--- config.mk ---
export PLATFORM = sky130hd
export DESIGN_NAME = keyword_identifier_lexer_top
export DESIGN_NICKNAME = d
export VERILOG_FILES = /design/src/rtl/core/klex_pkg.sv /design/src/rtl/core/klex_ram.sv /design/src/rtl/core/klex_datapath.sv /design/src/rtl/core/klex_ctrl.sv /design/src/rtl/core/keyword_identifier_lexer_top.sv
export SDC_FILE = /design/constraint.sdc
export NUM_CORES = 1
export LEC_CHECK = 0
export ABC_AREA = 0
export BUFFER_PORTS_ARGS = -buffer_cell sky130_fd_sc_hd__clkbuf_2
export CORE_AREA = 10 10 148 150
export DETAILED_ROUTE_END_ITERATION = 8
export DIE_AREA = 0 0 158 160
export PLACE_DENSITY = 0.78
export SYNTH_ARGS = -nofsm -noshare
export SYNTH_HDL_FRONTEND = slang
export SYNTH_SLANG_ARGS = --single-unit
--- constraint.sdc ---
create_clock -name aclk -period 8.9 [get_ports aclk]
set_input_delay 0.445 -clock aclk [delete_from_list [all_inputs] [get_ports aclk]]
set_output_delay 0.445 -clock aclk [all_outputs]
set_load 0.02 [all_outputs]
--- src/rtl/core/klex_pkg.sv ---
// shared constants, types and keyword tables of the lexer
package klex_pkg;

    localparam int MAX_LEXEME_DEF = 16;
    localparam int NUM_KW         = 13;

    // scan modes
    localparam logic [4:0] M_IDLE  = 5'd0;
    localparam logic [4:0] M_IDENT = 5'd1;
    localparam logic [4:0] M_INT   = 5'd2;
    localparam logic [4:0] M_FRAC  = 5'd3;
    localparam logic [4:0] M_DOT   = 5'd4;
    localparam logic [4:0] M_S     = 5'd5;
    localparam logic [4:0] M_ST    = 5'd6;
    localparam logic [4:0] M_STA   = 5'd7;
    localparam logic [4:0] M_STAR  = 5'd8;
    localparam logic [4:0] M_START = 5'd9;
    localparam logic [4:0] M_E     = 5'd10;
    localparam logic [4:0] M_EN    = 5'd11;
    localparam logic [4:0] M_END   = 5'd12;
    localparam logic [4:0] M_OP    = 5'd13;

    // pending operator
    localparam logic [2:0] P_NONE = 3'd0;
    localparam logic [2:0] P_BAR  = 3'd1;
    localparam logic [2:0] P_BANG = 3'd2;
    localparam logic [2:0] P_GT   = 3'd3;
    localparam logic [2:0] P_LT   = 3'd4;
    localparam logic [2:0] P_EQ   = 3'd5;

    // token kinds
    localparam logic [5:0] K_ERR   = 6'd0;
    localparam logic [5:0] K_IDENT = 6'd1;
    localparam logic [5:0] K_NUM   = 6'd2;
    localparam logic [5:0] K_KW0   = 6'd3;
    localparam logic [5:0] K_START = 6'd16;
    localparam logic [5:0] K_END   = 6'd17;
    localparam logic [5:0] K_OP0   = 6'd18;
    localparam logic [5:0] K_OROR  = 6'd31;
    localparam logic [5:0] K_NE    = 6'd32;
    localparam logic [5:0] K_GT    = 6'd33;
    localparam logic [5:0] K_GE    = 6'd34;
    localparam logic [5:0] K_LT    = 6'd35;
    localparam logic [5:0] K_LE    = 6'd36;
    localparam logic [5:0] K_EQ    = 6'd37;
    localparam logic [5:0] K_EQEQ  = 6'd38;

    // output beat source
    localparam logic [2:0] OSEL_NONE   = 3'd0;
    localparam logic [2:0] OSEL_DIRECT = 3'd1;
    localparam logic [2:0] OSEL_PRE    = 3'd2;
    localparam logic [2:0] OSEL_WORD   = 3'd3;
    localparam logic [2:0] OSEL_TAIL   = 3'd4;

    typedef struct packed {
        logic       capture;
        logic       step_direct;
        logic       tail;
        logic       word_start;
        logic       word_next;
        logic [2:0] osel;
    } klex_cmd_t;

    typedef struct packed {
        logic is_direct;
        logic dir_emit;
        logic pre_word;
        logic pre_beat;
        logic tail_emit;
        logic word_last;
        logic out_free;
    } klex_stat_t;

    function automatic logic [3:0] kw_len(input logic [3:0] k);
        case (k)
            4'd0:    return 4'd5;
            4'd1:    return 4'd4;
            4'd2:    return 4'd6;
            4'd3:    return 4'd4;
            4'd4:    return 4'd8;
            4'd5:    return 4'd6;
            4'd6:    return 4'd5;
            4'd7:    return 4'd2;
            4'd8:    return 4'd3;
            4'd9:    return 4'd5;
            4'd10:   return 4'd5;
            4'd11:   return 4'd3;
            4'd12:   return 4'd8;
            default: return 4'd0;
        endcase
    endfunction

    function automatic logic [63:0] kw_word(input logic [3:0] k);
        case (k)
            4'd0:    return 64'("point");
            4'd1:    return 64'("wall");
            4'd2:    return 64'("window");
            4'd3:    return 64'("door");
            4'd4:    return 64'("distance");
            4'd5:    return 64'("return");
            4'd6:    return 64'("ratio");
            4'd7:    return 64'("if");
            4'd8:    return 64'("int");
            4'd9:    return 64'("float");
            4'd10:   return 64'("floor");
            4'd11:   return 64'("for");
            4'd12:   return 64'("building");
            default: return 64'd0;
        endcase
    endfunction

    // character at position p (first character is the most significant byte)
    function automatic logic [7:0] kw_char(input logic [3:0] k, input logic [2:0] p);
        logic [63:0] w;
        logic [3:0]  sh;
        w  = kw_word(k);
        sh = kw_len(k) - 4'd1 - {1'b0, p};
        w  = w >> {sh, 3'b000};
        return w[7:0];
    endfunction

    function automatic logic is_alpha(input logic [7:0] c);
        return (c >= "a" && c <= "z") || (c >= "A" && c <= "Z") || c == "_";
    endfunction

    function automatic logic is_digit(input logic [7:0] c);
        return c >= "0" && c <= "9";
    endfunction

    function automatic logic is_space(input logic [7:0] c);
        return c == 8'd32 || c == 8'd10 || c == 8'd9;
    endfunction

    // bit 6 set when c is a single-character operator, low bits the kind
    function automatic logic [6:0] single_op(input logic [7:0] c);
        case (c)
            "+":     return {1'b1, K_OP0 + 6'd0};
            "-":     return {1'b1, K_OP0 + 6'd1};
            "/":     return {1'b1, K_OP0 + 6'd2};
            "*":     return {1'b1, K_OP0 + 6'd3};
            "(":     return {1'b1, K_OP0 + 6'd4};
            ")":     return {1'b1, K_OP0 + 6'd5};
            "{":     return {1'b1, K_OP0 + 6'd6};
            "}":     return {1'b1, K_OP0 + 6'd7};
            "[":     return {1'b1, K_OP0 + 6'd8};
            "]":     return {1'b1, K_OP0 + 6'd9};
            ";":     return {1'b1, K_OP0 + 6'd10};
            ",":     return {1'b1, K_OP0 + 6'd11};
            "&":     return {1'b1, K_OP0 + 6'd12};
            default: return {1'b0, K_ERR};
        endcase
    endfunction

endpackage

--- src/rtl/core/klex_ram.sv ---
// generic single-port-write ram with registered read
module klex_ram #(
    parameter int WIDTH = 8,
    parameter int DEPTH = 16
) (
    input  logic                     aclk,
    input  logic                     we,
    input  logic [$clog2(DEPTH)-1:0] waddr,
    input  logic [WIDTH-1:0]         wdata,
    input  logic [$clog2(DEPTH)-1:0] raddr,
    output logic [WIDTH-1:0]         rdata
);

    logic [WIDTH-1:0] mem_reg [DEPTH];
    logic [WIDTH-1:0] rdata_reg;

    always_ff @(posedge aclk) begin
        if (we) begin
            mem_reg[waddr] <= wdata;
        end
        rdata_reg <= mem_reg[raddr];
    end

    assign rdata = rdata_reg;

endmodule

--- src/rtl/core/klex_datapath.sv ---
// lexer datapath: scan state, lexeme buffer, keyword matching and output register
module klex_datapath
    import klex_pkg::*;
#(
    parameter int MAX_LEXEME = MAX_LEXEME_DEF
) (
    input  logic       aclk,
    input  logic       aresetn,
    input  logic [7:0] in_char,
    input  logic       in_eoi,
    input  klex_cmd_t  cmd,
    output klex_stat_t stat,
    output logic       out_valid,
    input  logic       out_ready,
    output logic [5:0] out_kind,
    output logic [7:0] out_char,
    output logic       out_last,
    output logic       out_trunc
);

    localparam int AW = (MAX_LEXEME > 1) ? $clog2(MAX_LEXEME) : 1;
    localparam int LW = $clog2(MAX_LEXEME + 1);
    localparam logic [NUM_KW-1:0] KW_ALL = '1;

    logic [7:0]        chr_reg;
    logic              eoi_reg;
    logic [4:0]        mode_reg, mode_next;
    logic [2:0]        pend_reg, pend_next;
    logic [LW-1:0]     len_reg, len_next;
    logic              ovf_reg, ovf_next;
    logic [NUM_KW-1:0] cand_reg, cand_next;
    logic [AW-1:0]     idx_reg, idx_next;

    logic       ovalid_reg, ovalid_next;
    logic [5:0] okind_reg, okind_next;
    logic [7:0] ochar_reg, ochar_next;
    logic       olast_reg, olast_next;
    logic       otrunc_reg, otrunc_next;

    logic [7:0] rdata;
    logic       wordc;

    // direct consumption
    logic       is_direct, dir_emit, dir_append;
    logic [5:0] dir_kind;
    logic [4:0] dir_mode;
    logic [2:0] dir_pend;

    // beats before the character is handled from idle
    logic       pre_word, pre_beat;
    logic [5:0] pre_kind;

    // handling from idle
    logic       t_emit, t_append;
    logic [5:0] t_kind;
    logic [4:0] t_mode;
    logic [2:0] t_pend;

    logic       kw_hit;
    logic [5:0] kw_kind;
    logic [5:0] res_kind;
    logic       op_match;
    logic [5:0] op_kind;
    logic [7:0] rest_ch;
    logic [6:0] sop;

    // append unit
    logic              a_tail;
    logic [LW-1:0]     a_len;
    logic [NUM_KW-1:0] a_match;
    logic              a_room;
    logic              do_append;
    logic              word_last;

    assign wordc = is_alpha(chr_reg) || is_digit(chr_reg);
    assign sop   = single_op(chr_reg);

    always_comb begin
        kw_hit  = 1'b0;
        kw_kind = K_ERR;
        for (int k = NUM_KW - 1; k >= 0; k--) begin
            if (cand_reg[k] && 6'(len_reg) == {2'b00, kw_len(4'(k))}) begin
                kw_hit  = 1'b1;
                kw_kind = K_KW0 + 6'(k);
            end
        end
        if (mode_reg != M_IDENT || ovf_reg) begin
            kw_hit = 1'b0;
        end
    end

    always_comb begin
        case (pend_reg)
            P_GT:    res_kind = K_GT;
            P_LT:    res_kind = K_LT;
            P_EQ:    res_kind = K_EQ;
            default: res_kind = K_ERR;
        endcase
        op_match = 1'b0;
        op_kind  = K_ERR;
        case (pend_reg)
            P_BAR:  begin op_match = (chr_reg == "|"); op_kind = K_OROR; end
            P_BANG: begin op_match = (chr_reg == "="); op_kind = K_NE;   end
            P_GT:   begin op_match = (chr_reg == "="); op_kind = K_GE;   end
            P_LT:   begin op_match = (chr_reg == "="); op_kind = K_LE;   end
            P_EQ:   begin op_match = (chr_reg == "="); op_kind = K_EQEQ; end
            default: ;
        endcase
        case (mode_reg)
            M_S, M_STAR: rest_ch = "t";
            M_ST:        rest_ch = "a";
            M_STA:       rest_ch = "r";
            M_E:         rest_ch = "n";
            M_EN:        rest_ch = "d";
            default:     rest_ch = 8'd0;
        endcase
    end

    // classify the held item against the current mode
    always_comb begin
        is_direct  = 1'b0;
        dir_emit   = 1'b0;
        dir_append = 1'b0;
        dir_kind   = K_ERR;
        dir_mode   = mode_reg;
        dir_pend   = pend_reg;
        pre_word   = 1'b0;
        pre_beat   = 1'b0;
        pre_kind   = K_ERR;
        if (eoi_reg) begin
            case (mode_reg) inside
                M_IDENT, M_INT, M_FRAC: begin
                    pre_word = !kw_hit;
                    pre_beat = kw_hit;
                    pre_kind = kw_kind;
                end
                M_START: begin pre_beat = 1'b1; pre_kind = K_START; end
                M_END:   begin pre_beat = 1'b1; pre_kind = K_END;   end
                [M_DOT:M_EN]: pre_beat = 1'b1;
                M_OP:    begin pre_beat = 1'b1; pre_kind = res_kind; end
                default: ;
            endcase
        end else begin
            case (mode_reg) inside
                M_IDENT, M_INT, M_FRAC: begin
                    if ((mode_reg == M_IDENT && wordc) ||
                        (mode_reg != M_IDENT && is_digit(chr_reg))) begin
                        is_direct  = 1'b1;
                        dir_append = 1'b1;
                    end else if (mode_reg == M_INT && chr_reg == ".") begin
                        is_direct  = 1'b1;
                        dir_append = 1'b1;
                        dir_mode   = M_FRAC;
                    end else begin
                        pre_word = !kw_hit;
                        pre_beat = kw_hit;
                        pre_kind = kw_kind;
                    end
                end
                M_DOT: begin
                    if (chr_reg == "s") begin
                        is_direct = 1'b1;
                        dir_mode  = M_S;
                    end else if (chr_reg == "e") begin
                        is_direct = 1'b1;
                        dir_mode  = M_E;
                    end else begin
                        pre_beat = 1'b1;
                    end
                end
                M_S, M_ST, M_STA, M_STAR, M_E, M_EN: begin
                    if (chr_reg == rest_ch) begin
                        is_direct = 1'b1;
                        dir_mode  = mode_reg + 5'd1;
                    end else begin
                        pre_beat = 1'b1;
                    end
                end
                M_START, M_END: begin
                    if (is_space(chr_reg)) begin
                        is_direct = 1'b1;
                        dir_emit  = 1'b1;
                        dir_kind  = (mode_reg == M_START) ? K_START : K_END;
                        dir_mode  = M_IDLE;
                    end else begin
                        pre_beat = 1'b1;
                    end
                end
                M_OP: begin
                    if (op_match) begin
                        is_direct = 1'b1;
                        dir_emit  = 1'b1;
                        dir_kind  = op_kind;
                        dir_mode  = M_IDLE;
                        dir_pend  = P_NONE;
                    end else begin
                        pre_beat = 1'b1;
                        pre_kind = res_kind;
                    end
                end
                default: ;
            endcase
        end
    end

    // the held character taken from idle, or a return to reset at end of input
    always_comb begin
        t_emit   = 1'b0;
        t_append = 1'b0;
        t_kind   = K_ERR;
        t_mode   = M_IDLE;
        t_pend   = P_NONE;
        if (!eoi_reg) begin
            if (is_space(chr_reg)) begin
                t_mode = M_IDLE;
            end else if (is_alpha(chr_reg)) begin
                t_append = 1'b1;
                t_mode   = M_IDENT;
            end else if (is_digit(chr_reg)) begin
                t_append = 1'b1;
                t_mode   = M_INT;
            end else if (chr_reg == ".") begin
                t_mode = M_DOT;
            end else if (sop[6]) begin
                t_emit = 1'b1;
                t_kind = sop[5:0];
            end else if (chr_reg == "|") begin
                t_mode = M_OP;
                t_pend = P_BAR;
            end else if (chr_reg == "!") begin
                t_mode = M_OP;
                t_pend = P_BANG;
            end else if (chr_reg == ">") begin
                t_mode = M_OP;
                t_pend = P_GT;
            end else if (chr_reg == "<") begin
                t_mode = M_OP;
                t_pend = P_LT;
            end else if (chr_reg == "=") begin
                t_mode = M_OP;
                t_pend = P_EQ;
            end else begin
                t_emit = 1'b1;
            end
        end
    end

    // keyword candidate update for one appended character
    assign a_tail = cmd.tail;
    assign a_len  = a_tail ? '0 : len_reg;
    assign a_room = 6'(a_len) < 6'(MAX_LEXEME);

    always_comb begin
        for (int k = 0; k < NUM_KW; k++) begin
            a_match[k] = (6'(a_len) < {2'b00, kw_len(4'(k))}) &&
                         (kw_char(4'(k), 3'(a_len)) == chr_reg);
        end
    end

    assign do_append = (cmd.step_direct && dir_append) || (cmd.tail && t_append);

    always_comb begin
        mode_next = mode_reg;
        pend_next = pend_reg;
        len_next  = len_reg;
        ovf_next  = ovf_reg;
        cand_next = cand_reg;
        if (cmd.step_direct) begin
            mode_next = dir_mode;
            pend_next = dir_pend;
        end
        if (cmd.tail) begin
            mode_next = t_mode;
            pend_next = t_pend;
            len_next  = '0;
            ovf_next  = 1'b0;
            cand_next = KW_ALL;
        end
        if (do_append) begin
            if (a_room) begin
                len_next  = a_len + LW'(1);
                cand_next = (a_tail ? KW_ALL : cand_reg) & a_match;
            end else begin
                ovf_next  = 1'b1;
                cand_next = '0;
            end
        end
    end

    klex_ram #(
        .WIDTH (8),
        .DEPTH (MAX_LEXEME)
    ) u_buf (
        .aclk  (aclk),
        .we    (do_append && a_room),
        .waddr (a_len[AW-1:0]),
        .wdata (chr_reg),
        .raddr (idx_reg),
        .rdata (rdata)
    );

    assign word_last = (LW'(idx_reg) + LW'(1)) == len_reg;

    always_comb begin
        idx_next = idx_reg;
        if (cmd.word_start) begin
            idx_next = '0;
        end else if (cmd.word_next) begin
            idx_next = idx_reg + AW'(1);
        end
    end

    // output register
    always_comb begin
        ovalid_next = ovalid_reg && !out_ready;
        okind_next  = okind_reg;
        ochar_next  = ochar_reg;
        olast_next  = olast_reg;
        otrunc_next = otrunc_reg;
        if (cmd.osel != OSEL_NONE) begin
            ovalid_next = 1'b1;
            ochar_next  = 8'd0;
            olast_next  = 1'b1;
            otrunc_next = 1'b0;
        end
        case (cmd.osel)
            OSEL_DIRECT: okind_next = dir_kind;
            OSEL_PRE:    okind_next = pre_kind;
            OSEL_TAIL:   okind_next = t_kind;
            OSEL_WORD: begin
                okind_next  = (mode_reg == M_IDENT) ? K_IDENT : K_NUM;
                ochar_next  = rdata;
                olast_next  = word_last;
                otrunc_next = ovf_reg;
            end
            default: ;
        endcase
    end

    always_ff @(posedge aclk) begin
        if (!aresetn) begin
            mode_reg   <= M_IDLE;
            pend_reg   <= P_NONE;
            len_reg    <= '0;
            ovf_reg    <= 1'b0;
            cand_reg   <= KW_ALL;
            idx_reg    <= '0;
            ovalid_reg <= 1'b0;
        end else begin
            mode_reg   <= mode_next;
            pend_reg   <= pend_next;
            len_reg    <= len_next;
            ovf_reg    <= ovf_next;
            cand_reg   <= cand_next;
            idx_reg    <= idx_next;
            ovalid_reg <= ovalid_next;
        end
    end

    always_ff @(posedge aclk) begin
        if (cmd.capture) begin
            chr_reg <= in_char;
            eoi_reg <= in_eoi;
        end
        okind_reg  <= okind_next;
        ochar_reg  <= ochar_next;
        olast_reg  <= olast_next;
        otrunc_reg <= otrunc_next;
    end

    assign stat.is_direct = is_direct;
    assign stat.dir_emit  = dir_emit;
    assign stat.pre_word  = pre_word;
    assign stat.pre_beat  = pre_beat;
    assign stat.tail_emit = t_emit;
    assign stat.word_last = word_last;
    assign stat.out_free  = !ovalid_reg || out_ready;

    assign out_valid = ovalid_reg;
    assign out_kind  = okind_reg;
    assign out_char  = ochar_reg;
    assign out_last  = olast_reg;
    assign out_trunc = otrunc_reg;

endmodule

--- src/rtl/core/klex_ctrl.sv ---
// lexer controller: sequences capture, word readout and the beats of one item
module klex_ctrl
    import klex_pkg::*;
(
    input  logic       aclk,
    input  logic       aresetn,
    input  logic       in_valid,
    output logic       in_ready,
    input  klex_stat_t stat,
    output klex_cmd_t  cmd
);

    localparam logic [2:0] S_IDLE   = 3'd0;
    localparam logic [2:0] S_DECIDE = 3'd1;
    localparam logic [2:0] S_WADDR  = 3'd2;
    localparam logic [2:0] S_WORD   = 3'd3;
    localparam logic [2:0] S_TAIL   = 3'd4;

    logic [2:0] state_reg, state_next;

    always_comb begin
        cmd        = '0;
        state_next = state_reg;
        in_ready   = (state_reg == S_IDLE);
        unique case (state_reg)
            S_IDLE: begin
                if (in_valid) begin
                    cmd.capture = 1'b1;
                    state_next  = S_DECIDE;
                end
            end
            S_DECIDE: begin
                if (stat.is_direct) begin
                    if (!stat.dir_emit || stat.out_free) begin
                        cmd.step_direct = 1'b1;
                        cmd.osel        = stat.dir_emit ? OSEL_DIRECT : OSEL_NONE;
                        state_next      = S_IDLE;
                    end
                end else if (stat.pre_word) begin
                    cmd.word_start = 1'b1;
                    state_next     = S_WADDR;
                end else if (stat.pre_beat) begin
                    if (stat.out_free) begin
                        cmd.osel   = OSEL_PRE;
                        state_next = S_TAIL;
                    end
                end else begin
                    state_next = S_TAIL;
                end
            end
            // buffer read address settles, data is there next cycle
            S_WADDR: state_next = S_WORD;
            S_WORD: begin
                if (stat.out_free) begin
                    cmd.osel = OSEL_WORD;
                    if (stat.word_last) begin
                        state_next = S_TAIL;
                    end else begin
                        cmd.word_next = 1'b1;
                        state_next    = S_WADDR;
                    end
                end
            end
            S_TAIL: begin
                if (!stat.tail_emit || stat.out_free) begin
                    cmd.tail   = 1'b1;
                    cmd.osel   = stat.tail_emit ? OSEL_TAIL : OSEL_NONE;
                    state_next = S_IDLE;
                end
            end
            default: state_next = S_IDLE;
        endcase
    end

    always_ff @(posedge aclk) begin
        if (!aresetn) begin
            state_reg <= S_IDLE;
        end else begin
            state_reg <= state_next;
        end
    end

endmodule

--- src/rtl/core/keyword_identifier_lexer_top.sv ---
// Character-stream lexer: one byte (or an end-of-input marker) per input transfer,
// one result transfer per token beat. Identifiers and numbers come out one character
// per transfer (kind identifier or number, tlast on the final character, truncated set
// when the word exceeded MAX_LEXEME characters); keywords, directives, operators and
// errors are single transfers with lexeme_char zero. A character that continues a word,
// directive or two-character operator is captured, then consumed directly; one that ends
// a token passes the decide state, an address and a word state per character read back
// from the lexeme buffer (its registered read port paces the word readout) and the tail
// state. The output register accepts stalls on the result side without losing beats.
module keyword_identifier_lexer_top
    import klex_pkg::*;
#(
    parameter int MAX_LEXEME = MAX_LEXEME_DEF
) (
    input  logic       aclk,
    input  logic       aresetn,
    input  logic       s_tvalid,
    output logic       s_tready,
    input  logic [7:0] s_tdata,   // [7:0] char_code
    input  logic [0:0] s_tuser,   // [0] end_of_input
    output logic       m_tvalid,
    input  logic       m_tready,
    output logic [7:0] m_tdata,   // [7:0] lexeme_char
    output logic [7:0] m_tuser,   // [5:0] token_kind, [6] truncated, [7] zero
    output logic       m_tlast
);

    klex_cmd_t  cmd;
    klex_stat_t stat;
    logic [5:0] kind;
    logic       trunc;

    klex_ctrl u_ctrl (
        .aclk     (aclk),
        .aresetn  (aresetn),
        .in_valid (s_tvalid),
        .in_ready (s_tready),
        .stat     (stat),
        .cmd      (cmd)
    );

    klex_datapath #(
        .MAX_LEXEME (MAX_LEXEME)
    ) u_dp (
        .aclk      (aclk),
        .aresetn   (aresetn),
        .in_char   (s_tdata),
        .in_eoi    (s_tuser[0]),
        .cmd       (cmd),
        .stat      (stat),
        .out_valid (m_tvalid),
        .out_ready (m_tready),
        .out_kind  (kind),
        .out_char  (m_tdata),
        .out_last  (m_tlast),
        .out_trunc (trunc)
    );

    assign m_tuser = {1'b0, trunc, kind};

endmodule
==> flow_metrics.env <==
export IMPL_status="completed"
export IMPL_cts_root_buf="clkbuf_16"
export IMPL_rsz0062_at_grt="no"
export IMPL_hp_class="input pin to register"
export IMPL_fin_crit_ps=5120
export IMPL_synth_seq_cells=196
export IMPL_comb_power_share=0.308
export IMPL_start_util=0.582
export IMPL_synth_area_leaders="edfxtp_1 (41%), mux4_2 (8.1%), dfxtp_1 (7.8%)"
export IMPL_p_switching_mw=1.06
export IMPL_port_buffers=30
export IMPL_p_sw_frac=0.371
export IMPL_synth_area_leader_cell="edfxtp_1"
export IMPL_drc=0
export IMPL_worstMarginPinSlew_ps=1250
export IMPL_required_ps=9240
export IMPL_mostFrequentLayoutCells="edfxtp_1 (153), nor2_1 (79), nand2_1 (69)"
export IMPL_synthArstFlopShare=0
export IMPL_yosysSeqAreaShare=0.491
export IMPL_overflow=0
export IMPL_cts_made_buffers=17
export IMPL_diodes=0
export IMPL_dr_first_iter_drc_count=1415
export IMPL_cts_hold_buf=0
export IMPL_drt_total_wl_um=32900
export IMPL_dr_pass1_iters=6
export IMPL_dr_wl_met2_um=14900
export IMPL_grt_pass1_wl_um=50200
export IMPL_drive_gt1_frac=0.142
export IMPL_cellInternalPower_mw=1.79
export IMPL_synth_cell_types=88
export IMPL_start_kind="register"
export IMPL_clock_fmax_ghz=0.195
export IMPL_antenna_found_initial=0
export IMPL_stdcell_count=1248
export IMPL_skew_ps=17.8
export IMPL_p_leak_nw=3.99
export IMPL_criticalPathCategory="register to register"
export IMPL_largest_reg_flops=128
export IMPL_post_drt_wl_per_cell_um=26.3
export IMPL_postRouteAntennaNets=0
export IMPL_layout_cells_most_common="edfxtp_1"
export IMPL_wl_met3_um=3710
export IMPL_ir_drop_v=0.000178
export IMPL_syn_nets=1040
export IMPL_synth_edf_count=153
export IMPL_max_cap_viol_count=0
export IMPL_io_pins=32
export IMPL_final_nets=1030
export IMPL_grt_pass1_vias=8213
export IMPL_met1_length_um=13100
export IMPL_hold_violations=0
export IMPL_grt_max_degree=66
export IMPL_critPathBufInv=2
export IMPL_fin_crit_sh=0.575
export IMPL_clk_path_buf_depth=2
export IMPL_clock_sinks=196
export IMPL_seqPwrFrac=0.416
export IMPL_top_layer_used="met4"
export IMPL_cts_max_level=4
export IMPL_clkTransAtPathRegs_ps=80
export IMPL_netlist_instances=1007
export IMPL_critPathTopFamily="simple AND/OR/NAND/NOR gates"
export IMPL_critPathSlowestCell="edfxtp_1"
export IMPL_finalSetupViolations=0
export IMPL_post_dp_hpwl_um=21900
export IMPL_yosysWarnings=0
export IMPL_dp_cells=1216
export IMPL_cts_tree="built"
export IMPL_cts_resized=0
export IMPL_synth_top_flop_cell="edfxtp_1"
export IMPL_critPathMaxStageDelay_ps=1010
export IMPL_die_area_um2=25300
export IMPL_syn_avg_cell_area_um2=11.0
export IMPL_relSlewSlack=0.157
export IMPL_power_frac_clock=0.277
export IMPL_final_setup_tns_ps=0
export IMPL_syn_cell_area_um2=11100
export IMPL_clock_latency_ps=450
export IMPL_arrival_ps=5450
export IMPL_final_core_util=0.628
export IMPL_cp_max_fo=26
export IMPL_synth_top_area_frac=0.414
export IMPL_die_y_um=160
export IMPL_slew_viol_final=0
export IMPL_crit_path_cell_trace="nand4bb_1 -> nor3_1 -> or3_4 -> o31ai_4 -> buf_4 -> nand2_4 -> ha_1 -> inv_1 -> or4_4 -> o31a_1 -> a211o_1 -> o41ai_1"
export IMPL_die_w_um=158
export IMPL_worstSetupEndpointType="register"
export IMPL_grt_use_total=0.260
export IMPL_place_congestion=0.992
export IMPL_viasPerCell=7.13
export IMPL_p_per_area_nw_per_um2=238
export IMPL_num_rows=51
export IMPL_post_cts_buffers=0
export IMPL_core_area_um2=19100
export IMPL_areaGrowthSynthToFinish_pct=7.82
export IMPL_vias=8900
-- path summary, 6_finish.rpt --
| kind | startpoint | to | slack, ps | depth (start not counted) |
|---|---|---|---|---|
| setup reg to reg | u_dp.chr_reg[6]$_DFFE_PP_ | u_dp.cand_reg[8]$_SDFF_PN1_ | 3780 | 12 |
| setup / recovery | u_dp.chr_reg[6]$_DFFE_PP_ | u_dp.cand_reg[8]$_SDFF_PN1_ | 3780 | 12 |
| hold reg to reg | u_dp.cand_reg[3]$_SDFF_PN1_ | u_dp.cand_reg[3]$_SDFF_PN1_ | 510 | 2 |
| hold / removal | s_tdata[7] | u_dp.chr_reg[7]$_DFFE_PP_ | 170 | 1 |
-- cell type report --
type	instances	area (um^2)
clock inverters	12	128
well taps	238	298
fillers	1460	7100
inverters	29	114
repair buffers	45	263
flip-flops and latches	196	5460
multi-input cells	708	5240
clock buffers	20	479
-- layer usage --
layer | track usage | vias up
li1 | - | 3869
met2 | 0.387 | 650
met3 | 0.0728 | 102
met4 | 0.0922 | 0
met1 | 0.356 | 4279
met5 | 0 | -
-- kinds of logic after synthesis --
group,after synthesis,synth area share
buf+inv,103,0.0383
mux,52,0.0924
other cells,1,0.000338
fa+ha+maj,20,0.0225
xor+xnor,43,0.0339
compound gates,249,0.158
simple gates,343,0.164
flops,196,0.491
-- power by group through the flow --
stage	Combinational, mW	Clock, mW	Sequential [mW]
global placement	0.845	0	1.20
global route	0.942	0.829	1.19
CTS	0.854	0.795	1.18
detailed placement	0.850	0	1.20
floorplan	0.598	0	1.20
finish	0.876	0.788	1.18
-- synthesized netlist by cell type, drive strengths merged, types with 7 or more instances --
master  count
a211oi     13
a21o        7
a21oi      45
a22oi       7
a31oi      16
and2       23
and3       16
buf        33
clkbuf     41
dfxtp      43
edfxtp    153
ha         20
inv        24
mux2i       8
mux4       40
nand2      70
nand2b     11
nand3      26
nand4      12
nor2       79
nor2b      15
nor3       25
nor3b       7
nor4        7
nor4b       7
o211ai     12
o21ai      43
o21bai      7
o221ai      9
o22ai      10
o31ai      10
or2         8
or3        12
or4         8
xnor2      28
xor2       15
-- stage by stage --
step                      instance area [um^2]  power [mW]  hold slack, ps  worst slack, ps
after global placement                   11400        2.04             492             4120
after global routing                     12000        2.96             163             3380
after CTS                                12000        2.83             164             3890
after floorplan                          11100        1.80             446             4520
after detailed placement                 11400        2.05             501             3960
final                                    12000        2.85             174             3780
Power figures use the tool's default switching activity.
